**config.mk**
```make
export PLATFORM = sky130hd
export DESIGN_NAME = thermistor_table_interpolator_flat
export DESIGN_NICKNAME = d
export VERILOG_FILES = /design/src/ttint_pkg.sv /design/src/ttint_if.sv /design/src/ttint_ram.sv /design/src/ttint_mac.sv /design/src/ttint_div.sv /design/src/thermistor_table_interpolator.sv /design/src/flat_wrapper.sv
export SDC_FILE = /design/constraint.sdc
export NUM_CORES = 2
export LEC_CHECK = 0
export BUFFER_PORTS_ARGS = -buffer_cell sky130_fd_sc_hd__clkbuf_2
export CAP_MARGIN = 20
export CORE_AREA = 2 2 944 476
export DETAILED_ROUTE_END_ITERATION = 12
export DIE_AREA = 0 0 946 478
export PLACE_DENSITY_LB_ADDON = 0.25
export SYNTH_ARGS = -nofsm -noshare
export SYNTH_HDL_FRONTEND = slang
export SYNTH_HIERARCHICAL = 1
export SYNTH_SLANG_ARGS = --single-unit
```
**constraint.sdc**
```tcl
create_clock -name clk_i -period 8.1 [get_ports clk_i]
set_input_delay 0.405 -clock clk_i [delete_from_list [all_inputs] [get_ports clk_i]]
set_output_delay 0.405 -clock clk_i [all_outputs]
set_load 0.1 [all_outputs]
```
**src/ttint_pkg.sv**
```systemverilog
`default_nettype none
// -----------------------------------------------------------------------------
// ttint_pkg
// Shared widths, codes and types of the thermistor table interpolator.
// -----------------------------------------------------------------------------
package ttint_pkg;

  localparam int ADC_W    = 10;
  localparam int TEMP_W   = 16;
  localparam int SEL_W    = 2;
  localparam int IDX_W    = 5;
  localparam int STATUS_W = 2;
  // (x - x0) * y1 + (x1 - x) * y0 never exceeds (x1 - x0) * 65535 < 2^26
  localparam int NUM_W    = 26;
  localparam int ENTRY_W  = ADC_W + TEMP_W;

  localparam logic REQ_LOAD    = 1'b0;
  localparam logic REQ_CONVERT = 1'b1;

  typedef enum logic [STATUS_W-1:0] {
    STATUS_INTERP = 2'd0,
    STATUS_HIGH   = 2'd1,
    STATUS_LOW    = 2'd2
  } status_e;

  typedef struct packed {
    logic [ADC_W-1:0]  adc;
    logic [TEMP_W-1:0] temp;
  } entry_t;

endpackage
`default_nettype wire

```
**src/ttint_if.sv**
```systemverilog
`default_nettype none
// -----------------------------------------------------------------------------
// ttint_if
// Request and result channels with valid/ready handshake.
// -----------------------------------------------------------------------------
interface ttint_req_if;
  logic                          valid;
  logic                          ready;
  logic                          req_type;
  logic [ttint_pkg::SEL_W-1:0]   table_sel;
  logic [ttint_pkg::IDX_W-1:0]   entry_index;
  logic [ttint_pkg::ADC_W-1:0]   entry_adc;
  logic [ttint_pkg::TEMP_W-1:0]  entry_temp;
  logic [ttint_pkg::ADC_W-1:0]   adc_sample;

  modport source (output valid, req_type, table_sel, entry_index, entry_adc, entry_temp,
                  adc_sample, input ready);
  modport sink   (input valid, req_type, table_sel, entry_index, entry_adc, entry_temp,
                  adc_sample, output ready);
endinterface

interface ttint_res_if;
  logic                           valid;
  logic                           ready;
  logic [ttint_pkg::TEMP_W-1:0]   temperature;
  logic [ttint_pkg::STATUS_W-1:0] range_status;

  modport source (output valid, temperature, range_status, input ready);
  modport sink   (input valid, temperature, range_status, output ready);
endinterface
`default_nettype wire

```
**src/ttint_ram.sv**
```systemverilog
`default_nettype none
// -----------------------------------------------------------------------------
// ttint_ram
// Generic single-write, single-read RAM with registered read data.
// -----------------------------------------------------------------------------
module ttint_ram #(
  parameter int WIDTH = 26,
  parameter int DEPTH = 128
) (
  input  wire logic                     clk_i,
  input  wire logic                     we_i,
  input  wire logic [$clog2(DEPTH)-1:0] waddr_i,
  input  wire logic [WIDTH-1:0]         wdata_i,
  input  wire logic                     re_i,
  input  wire logic [$clog2(DEPTH)-1:0] raddr_i,
  output logic      [WIDTH-1:0]         rdata_o
);

  logic [WIDTH-1:0] mem_q [DEPTH];

  always_ff @(posedge clk_i) begin
    if (we_i) begin
      mem_q[waddr_i] <= wdata_i;
    end
    if (re_i) begin
      rdata_o <= mem_q[raddr_i];
    end
  end

endmodule
`default_nettype wire

```
**src/ttint_mac.sv**
```systemverilog
`default_nettype none
// -----------------------------------------------------------------------------
// ttint_mac
// Bit-serial a * ya + b * yb, one bit of both multipliers per cycle, MSB first.
// -----------------------------------------------------------------------------
module ttint_mac (
  input  wire logic                         clk_i,
  input  wire logic                         rst_ni,
  input  wire logic                         start_i,
  input  wire logic [ttint_pkg::ADC_W-1:0]  a_i,
  input  wire logic [ttint_pkg::ADC_W-1:0]  b_i,
  input  wire logic [ttint_pkg::TEMP_W-1:0] ya_i,
  input  wire logic [ttint_pkg::TEMP_W-1:0] yb_i,
  output logic                              done_o,
  output logic      [ttint_pkg::NUM_W-1:0]  acc_o
);

  localparam int CW = $clog2(ttint_pkg::ADC_W);

  logic                          busy_q;
  logic                          done_q;
  logic [CW-1:0]                 cnt_q;
  logic [ttint_pkg::ADC_W-1:0]   a_q, b_q;
  logic [ttint_pkg::TEMP_W-1:0]  ya_q, yb_q;
  logic [ttint_pkg::NUM_W-1:0]   acc_q, acc_d;

  always_comb begin
    acc_d = {acc_q[ttint_pkg::NUM_W-2:0], 1'b0};
    if (a_q[ttint_pkg::ADC_W-1]) begin
      acc_d = acc_d + ttint_pkg::NUM_W'(ya_q);
    end
    if (b_q[ttint_pkg::ADC_W-1]) begin
      acc_d = acc_d + ttint_pkg::NUM_W'(yb_q);
    end
  end

  always_ff @(posedge clk_i or negedge rst_ni) begin
    if (!rst_ni) begin
      busy_q <= 1'b0;
      done_q <= 1'b0;
      cnt_q  <= '0;
      a_q    <= '0;
      b_q    <= '0;
      ya_q   <= '0;
      yb_q   <= '0;
      acc_q  <= '0;
    end else begin
      done_q <= 1'b0;
      if (start_i) begin
        busy_q <= 1'b1;
        cnt_q  <= CW'(ttint_pkg::ADC_W - 1);
        a_q    <= a_i;
        b_q    <= b_i;
        ya_q   <= ya_i;
        yb_q   <= yb_i;
        acc_q  <= '0;
      end else if (busy_q) begin
        acc_q <= acc_d;
        a_q   <= {a_q[ttint_pkg::ADC_W-2:0], 1'b0};
        b_q   <= {b_q[ttint_pkg::ADC_W-2:0], 1'b0};
        if (cnt_q == '0) begin
          busy_q <= 1'b0;
          done_q <= 1'b1;
        end else begin
          cnt_q <= cnt_q - 1'b1;
        end
      end
    end
  end

  assign done_o = done_q;
  assign acc_o  = acc_q;

endmodule
`default_nettype wire

```
**src/ttint_div.sv**
```systemverilog
`default_nettype none
// -----------------------------------------------------------------------------
// ttint_div
// Restoring divider, one quotient bit per cycle, truncating.
// -----------------------------------------------------------------------------
module ttint_div (
  input  wire logic                        clk_i,
  input  wire logic                        rst_ni,
  input  wire logic                        start_i,
  input  wire logic [ttint_pkg::NUM_W-1:0] num_i,
  input  wire logic [ttint_pkg::ADC_W-1:0] den_i,
  output logic                             done_o,
  output logic      [ttint_pkg::NUM_W-1:0] quo_o
);

  localparam int CW = $clog2(ttint_pkg::NUM_W);

  logic                          busy_q;
  logic                          done_q;
  logic [CW-1:0]                 cnt_q;
  logic [ttint_pkg::NUM_W-1:0]   n_q;
  logic [ttint_pkg::ADC_W-1:0]   r_q, r_d;
  logic [ttint_pkg::ADC_W-1:0]   den_q;
  logic [ttint_pkg::ADC_W:0]     trial, diff;
  logic                          ge;

  always_comb begin
    trial = {r_q, n_q[ttint_pkg::NUM_W-1]};
    diff  = trial - {1'b0, den_q};
    ge    = (trial >= {1'b0, den_q});
    r_d   = ge ? diff[ttint_pkg::ADC_W-1:0] : trial[ttint_pkg::ADC_W-1:0];
  end

  always_ff @(posedge clk_i or negedge rst_ni) begin
    if (!rst_ni) begin
      busy_q <= 1'b0;
      done_q <= 1'b0;
      cnt_q  <= '0;
      n_q    <= '0;
      r_q    <= '0;
      den_q  <= '0;
    end else begin
      done_q <= 1'b0;
      if (start_i) begin
        busy_q <= 1'b1;
        cnt_q  <= CW'(ttint_pkg::NUM_W - 1);
        n_q    <= num_i;
        r_q    <= '0;
        den_q  <= den_i;
      end else if (busy_q) begin
        r_q <= r_d;
        n_q <= {n_q[ttint_pkg::NUM_W-2:0], ge};
        if (cnt_q == '0) begin
          busy_q <= 1'b0;
          done_q <= 1'b1;
        end else begin
          cnt_q <= cnt_q - 1'b1;
        end
      end
    end
  end

  assign done_o = done_q;
  assign quo_o  = n_q;

endmodule
`default_nettype wire

```
**src/thermistor_table_interpolator.sv**
```systemverilog
`default_nettype none
// -----------------------------------------------------------------------------
// thermistor_table_interpolator
// ADC sample to 14.2 temperature by linear interpolation in stored tables.
// -----------------------------------------------------------------------------
// A load beat writes one table entry in the cycle it is accepted and returns
// nothing. A convert beat walks the chosen table one entry per cycle through
// the single read port of the table RAM, then forms the interpolation
// numerator in a bit-serial multiply-accumulate and divides it in a
// restoring divider; clamped samples finish once the walk decides. One beat
// is in flight at a time; the result sits in an output register, so the next
// beat is taken while it waits. Table contents are undefined until loaded.
// -----------------------------------------------------------------------------
module thermistor_table_interpolator #(
  parameter int ENTRIES = 32,
  parameter int TABLES  = 4
) (
  input  wire logic  clk_i,
  input  wire logic  rst_ni,
  ttint_req_if.sink  req_i,
  ttint_res_if.source res_o
);

  localparam int DEPTH = TABLES * ENTRIES;
  localparam int AW    = $clog2(DEPTH);
  localparam int EW    = $clog2(ENTRIES);
  localparam logic [EW-1:0] LAST = EW'(ENTRIES - 1);

  typedef enum logic [2:0] {
    ST_IDLE,
    ST_SCAN,
    ST_MAC,
    ST_DIV,
    ST_RESULT
  } state_e;

  state_e                             state_q;
  logic [AW-1:0]                      base_q;
  logic [EW-1:0]                      cnt_q, e_q;
  logic                               dv_q;
  logic [ttint_pkg::ADC_W-1:0]        x_q;
  ttint_pkg::entry_t                  prev_q;
  logic [ttint_pkg::ADC_W-1:0]        den_q;
  logic [ttint_pkg::TEMP_W-1:0]       pend_temp_q;
  ttint_pkg::status_e                 pend_status_q;
  logic                               out_valid_q;
  logic [ttint_pkg::TEMP_W-1:0]       out_temp_q;
  ttint_pkg::status_e                 out_status_q;

  logic                               accept;
  logic                               sel_ok;
  logic                               wr_en;
  logic [AW-1:0]                      wr_addr, rd_addr;
  ttint_pkg::entry_t                  wr_data, rd_data;
  logic                               rd_en;
  logic                               scan_hit;
  logic                               mac_done, div_done;
  logic [ttint_pkg::NUM_W-1:0]        mac_acc, quo;

  assign req_i.ready = (state_q == ST_IDLE);
  assign accept      = req_i.valid && req_i.ready;
  assign sel_ok      = (32'(req_i.table_sel) < TABLES);
  assign wr_en       = accept && (req_i.req_type == ttint_pkg::REQ_LOAD) && sel_ok &&
                       (32'(req_i.entry_index) < ENTRIES);
  assign wr_addr     = AW'(32'(req_i.table_sel) * ENTRIES + 32'(req_i.entry_index));
  assign wr_data     = '{adc: req_i.entry_adc, temp: req_i.entry_temp};
  assign rd_en       = (state_q == ST_SCAN);
  assign rd_addr     = base_q + AW'(cnt_q);
  assign scan_hit    = (state_q == ST_SCAN) && dv_q && (e_q != '0) && (rd_data.adc > x_q);

  ttint_ram #(
    .WIDTH (ttint_pkg::ENTRY_W),
    .DEPTH (DEPTH)
  ) u_ram (
    .clk_i   (clk_i),
    .we_i    (wr_en),
    .waddr_i (wr_addr),
    .wdata_i (wr_data),
    .re_i    (rd_en),
    .raddr_i (rd_addr),
    .rdata_o (rd_data)
  );

  ttint_mac u_mac (
    .clk_i   (clk_i),
    .rst_ni  (rst_ni),
    .start_i (scan_hit),
    .a_i     (x_q - prev_q.adc),
    .b_i     (rd_data.adc - x_q),
    .ya_i    (rd_data.temp),
    .yb_i    (prev_q.temp),
    .done_o  (mac_done),
    .acc_o   (mac_acc)
  );

  ttint_div u_div (
    .clk_i   (clk_i),
    .rst_ni  (rst_ni),
    .start_i (mac_done && (state_q == ST_MAC)),
    .num_i   (mac_acc),
    .den_i   (den_q),
    .done_o  (div_done),
    .quo_o   (quo)
  );

  always_ff @(posedge clk_i or negedge rst_ni) begin
    if (!rst_ni) begin
      state_q       <= ST_IDLE;
      base_q        <= '0;
      cnt_q         <= '0;
      e_q           <= '0;
      dv_q          <= 1'b0;
      x_q           <= '0;
      prev_q        <= '0;
      den_q         <= '0;
      pend_temp_q   <= '0;
      pend_status_q <= ttint_pkg::STATUS_INTERP;
      out_valid_q   <= 1'b0;
      out_temp_q    <= '0;
      out_status_q  <= ttint_pkg::STATUS_INTERP;
    end else begin
      if (out_valid_q && res_o.ready && (state_q != ST_RESULT)) begin
        out_valid_q <= 1'b0;
      end
      case (state_q)
        ST_IDLE: begin
          if (accept && (req_i.req_type == ttint_pkg::REQ_CONVERT)) begin
            if (sel_ok) begin
              base_q  <= AW'(32'(req_i.table_sel) * ENTRIES);
              cnt_q   <= '0;
              dv_q    <= 1'b0;
              x_q     <= req_i.adc_sample;
              state_q <= ST_SCAN;
            end else begin
              pend_temp_q   <= '0;
              pend_status_q <= ttint_pkg::STATUS_INTERP;
              state_q       <= ST_RESULT;
            end
          end
        end
        ST_SCAN: begin
          if (cnt_q != LAST) begin
            cnt_q <= cnt_q + 1'b1;
          end
          dv_q <= 1'b1;
          e_q  <= cnt_q;
          if (dv_q) begin
            if (e_q == '0) begin
              if (x_q < rd_data.adc) begin
                pend_temp_q   <= rd_data.temp;
                pend_status_q <= ttint_pkg::STATUS_LOW;
                state_q       <= ST_RESULT;
              end else begin
                prev_q <= rd_data;
              end
            end else if (scan_hit) begin
              den_q   <= rd_data.adc - prev_q.adc;
              state_q <= ST_MAC;
            end else begin
              prev_q <= rd_data;
              if (e_q == LAST) begin
                pend_temp_q   <= rd_data.temp;
                pend_status_q <= ttint_pkg::STATUS_HIGH;
                state_q       <= ST_RESULT;
              end
            end
          end
        end
        ST_MAC: begin
          if (mac_done) begin
            state_q <= ST_DIV;
          end
        end
        ST_DIV: begin
          if (div_done) begin
            pend_temp_q   <= quo[ttint_pkg::TEMP_W-1:0];
            pend_status_q <= ttint_pkg::STATUS_INTERP;
            state_q       <= ST_RESULT;
          end
        end
        ST_RESULT: begin
          if (!out_valid_q || res_o.ready) begin
            out_valid_q  <= 1'b1;
            out_temp_q   <= pend_temp_q;
            out_status_q <= pend_status_q;
            state_q      <= ST_IDLE;
          end
        end
        default: begin
          state_q <= ST_IDLE;
        end
      endcase
    end
  end

  assign res_o.valid        = out_valid_q;
  assign res_o.temperature  = out_temp_q;
  assign res_o.range_status = out_status_q;

endmodule
`default_nettype wire

```
**src/flat_wrapper.sv**
```systemverilog
// flat-port wrapper written by rule: the top's interface ports become plain ports
module thermistor_table_interpolator_flat 
#(
  parameter int ENTRIES = 32,
  parameter int TABLES  = 4
)
  (clk_i, rst_ni, req_i_valid, req_i_req_type, req_i_table_sel, req_i_entry_index, req_i_entry_adc, req_i_entry_temp, req_i_adc_sample, req_i_ready, res_o_valid, res_o_temperature, res_o_range_status, res_o_ready);
  ttint_req_if req_i_i ();
  ttint_res_if res_o_i ();
  input  wire logic clk_i;
  input  wire logic rst_ni;
  input wire logic [$bits(req_i_i.valid)-1:0] req_i_valid;
  input wire logic [$bits(req_i_i.req_type)-1:0] req_i_req_type;
  input wire logic [$bits(req_i_i.table_sel)-1:0] req_i_table_sel;
  input wire logic [$bits(req_i_i.entry_index)-1:0] req_i_entry_index;
  input wire logic [$bits(req_i_i.entry_adc)-1:0] req_i_entry_adc;
  input wire logic [$bits(req_i_i.entry_temp)-1:0] req_i_entry_temp;
  input wire logic [$bits(req_i_i.adc_sample)-1:0] req_i_adc_sample;
  output wire logic [$bits(req_i_i.ready)-1:0] req_i_ready;
  output wire logic [$bits(res_o_i.valid)-1:0] res_o_valid;
  output wire logic [$bits(res_o_i.temperature)-1:0] res_o_temperature;
  output wire logic [$bits(res_o_i.range_status)-1:0] res_o_range_status;
  input wire logic [$bits(res_o_i.ready)-1:0] res_o_ready;
  assign req_i_i.valid = req_i_valid;
  assign req_i_i.req_type = req_i_req_type;
  assign req_i_i.table_sel = req_i_table_sel;
  assign req_i_i.entry_index = req_i_entry_index;
  assign req_i_i.entry_adc = req_i_entry_adc;
  assign req_i_i.entry_temp = req_i_entry_temp;
  assign req_i_i.adc_sample = req_i_adc_sample;
  assign req_i_ready = req_i_i.ready;
  assign res_o_valid = res_o_i.valid;
  assign res_o_temperature = res_o_i.temperature;
  assign res_o_range_status = res_o_i.range_status;
  assign res_o_i.ready = res_o_ready;
  thermistor_table_interpolator #(.ENTRIES(ENTRIES), .TABLES(TABLES)) u_core (.clk_i(clk_i), .rst_ni(rst_ni), .req_i(req_i_i), .res_o(res_o_i));
endmodule
```
==> results.sh <==
export IMPL_placed_cells=12210
export IMPL_ys_top_cells_by_area="edfxtp_1, mux4_2, dfrtp_1"
export IMPL_detail_route_antenna_nets=0
export IMPL_drive_gt1_share_pct=31.45
export IMPL_report_final_slew_viol_count=0
export IMPL_drtIter0Drc=10680
export IMPL_die_area_um2=452200
export IMPL_firstDrtPassIters=6
export IMPL_synth_edf_count=3354
export IMPL_grt_pass1_vias=67740
export IMPL_total_power_w=0.03578
export IMPL_drc=0
export IMPL_die_w_um=946
export IMPL_io_pins=68
export IMPL_grt_max_degree=131
export IMPL_initial_core_util_pct=31.73
export IMPL_cts_tree="done"
export IMPL_synth_top_area_share_pct=71.22
export IMPL_stdcell_count=12830
export IMPL_post_cts_setup_buffers=0
export IMPL_power_density_nw_per_um2=222.0
export IMPL_ctsLongestPathBuffers=4
export IMPL_cts_resized=0
export IMPL_slew_headroom_pct=15.93
export IMPL_nNetsFinal=6703
export IMPL_yosysTopAreaCell="edfxtp_1"
export IMPL_syn_num_nets=6396
export IMPL_fin_skew_ns=0.05315
export IMPL_place_congestion=0.8029
export IMPL_syn_inst=6265
export IMPL_hp_class="primary input to register"
export IMPL_clock_latency_ns=0.93
export IMPL_avgViaCountPerCell=5.408
export IMPL_clock_fmax_mhz=175.8
export IMPL_core_area_um2=445700
export IMPL_wl_per_cell_um=32.06
export IMPL_clock_sinks=3590
export IMPL_syn_to_final_growth_pct=13.95
export IMPL_ys_seq_area_share_pct=75.40
export IMPL_root_buffer="clkbuf_16"
export IMPL_hold_viol=0
export IMPL_setup_tns_final_ns=0
export IMPL_fp_dieH_um=478
export IMPL_critPathRequiredTime_ns=8.94
export IMPL_maxCapViolations=0
export IMPL_end_kind="register"
export IMPL_whs_ns=0.04980
export IMPL_grt_pass1_wl_um=562900
export IMPL_cp_max_fo=5
export IMPL_numCtsBuffers=314
export IMPL_synthTopCellsByCount="edfxtp_1, mux4_2, dfrtp_1"
export IMPL_netlist_area_um2=141400
export IMPL_synth_cell_types=84
export IMPL_track_usage_pct=17.73
export IMPL_leakagePower_nw=50.62
export IMPL_io_buffers=67
export IMPL_status="complete, no violations"
export IMPL_ff_latch_area_um2=106600
export IMPL_overflow=0
export IMPL_synthArstFlopShare_pct=6.574
export IMPL_antenna_found_initial=89
export IMPL_critPathLaunchType="register"
export IMPL_dp_hpwl_um=240800
export IMPL_setup_violations=0
export IMPL_worst_slew_pin_slew_ns=1.261
export IMPL_clk_pin_slew_ns=0.07
export IMPL_yosysWarnings=6
export IMPL_rows=174
export IMPL_multi_input_area_um2=34160
export IMPL_routed_wl_um=411200
export IMPL_vias=69370
export IMPL_cp_arrival_ns=6.53
export IMPL_vdd_drop_max_mv=0.1564
export IMPL_finalCritPeriodShare_pct=70.23
export IMPL_fillers=40430
export IMPL_yosysMostFrequentCell="edfxtp_1"
export IMPL_crit_type="register to register"
export IMPL_htreeDepth=5
export IMPL_rsz0062_at_grt="false"
export IMPL_period_needed_ns=5.689
export IMPL_avgSynthCellArea_um2=22.57
export IMPL_cts_hold_buf=27
export IMPL_synth_flop_cell="edfxtp_1"
export IMPL_ys_seq_elements=3590
==> worst max-delay path, cell delays in order (launching register included) <==
cell	delay, ns
dfrtp_1	0.40
ha_1	0.27
inv_1	0.09
fa_1	0.42
nand2b_1	0.20
a21oi_1	0.42
nor2_1	0.20
xnor2_1	0.16
mux2_2	0.28
ha_1	0.38
nand2_1	0.11
a211o_1	0.30
a32oi_1	0.49
a32oi_1	0.24
a211oi_1	0.81
nand4b_4	0.21
or4_1	0.56
nand3_1	0.10
==> state kept, by name, indices dropped and copies added, names as in the netlist, 26 cells and up <==
name                  count
u_core/u_div/quo_o       26
u_core/u_ram/rdata_o     26
u_core/u_ram/mem_q     3328
u_core/prev_q            26
u_core/u_mac/acc_o       26
==> routing by layer <==
metal,global-route usage (%),share of wire (%)
met1,29.38,48
met5,0,0.088
met3,5.236,12
met4,2.390,1.3
met2,23.02,39
==> worst paths after layout <==
path | startpoint | endpoint | slack [ns] | depth (start not counted)
worst min register to register | u_core/den_q[4]$_DFFE_PN0P_ | u_core/u_div/den_q[4]$_DFFE_PN0P_ | 0.49 | 2
worst max-delay path | u_core/u_mac/acc_o[0]$_DFFE_PN0P_ | u_core/u_mac/acc_o[25]$_DFFE_PN0P_ | 2.41 | 17
min in group asynchronous | rst_ni | u_core/u_div/r_q[1]$_DFFE_PN0P_ | 0.15 | 2
worst min-delay path | req_i_entry_temp[0] | u_core/u_ram/mem_q[85][0]$_DFFE_PP_ | 0.05 | 1
max in group asynchronous | rst_ni | u_core/pend_temp_q[14]$_DFFE_PN0P_ | 6.55 | 3
worst max register to register | u_core/u_mac/acc_o[0]$_DFFE_PN0P_ | u_core/u_mac/acc_o[25]$_DFFE_PN0P_ | 2.41 | 17
==> report_power, final <==
group / total [W] / switching, W / leakage (nW) / internal [W]
Combinational: 0.000392 / 0.000358 / 12.4 / 0.0000332
Sequential: 0.0203 / 0 / 33.4 / 0.0203
Clock: 0.0151 / 0.00698 / 4.83 / 0.00815
==> cell usage in the layout, fill, tap and decap left out, types with 29 or more instances in the layout <==
cell | netlist | layout
edfxtp_1 | 3354 | 3354
mux2_2 | 160 | 160
nor2_1 | 209 | 90
inv_1 | 67 | 67
clkinv_2 | 0 | 51
clkbuf_1 | 181 | 71
clkbuf_16 | 0 | 319
ha_1 | 77 | 77
a211oi_1 | 32 | 32
clkinv_1 | 0 | 56
nand2_1 | 134 | 132
clkbuf_2 | 0 | 40
xnor2_1 | 48 | 48
o21ai_0 | 98 | 98
a21oi_1 | 51 | 51
buf_4 | 1 | 222
mux4_2 | 1092 | 1092
nor2_4 | 0 | 119
mux2i_1 | 65 | 65
dfrtp_1 | 236 | 228
nand3_1 | 33 | 29
==> final cells by class <==
type / count / area share (%)
diodes: 27 / 0.04193
clock inverters: 164 / 0.9955
flip-flops and latches: 3590 / 66.19
inverters: 68 / 0.1584
clock buffers: 395 / 5.154
repair buffers: 313 / 1.621
multi-input cells: 2285 / 21.20
well taps: 5984 / 4.647
==> per-stage QoR <==
step | cell area (um^2) | setup slack, ns | utilization, %
floorplan | 141400 | 2.330 | -
global placement | 150800 | 2.521 | 33.84
detailed placement | 150800 | 2.615 | 33.84
CTS | 161000 | 2.580 | 36.13
global route | 161100 | 2.168 | 36.14
finish | 161100 | 2.411 | 36.16
==> cells by family (layout without fill, tap and decap cells) <==
logic type	Yosys count	after routing	share of synthesized area [%]
adder cells (fa/ha/maj)	83	83	0.7662
AO/OA/AOI/OAI	286	286	1.337
AND/OR/NAND/NOR	520	520	1.710
multiplexers	1325	1325	19.21
flip-flops	3590	3590	75.40
XOR/XNOR	71	71	0.4397
other	0	27	0
buffers and inverters	390	940	1.137
Power figures use the tool's default switching activity.
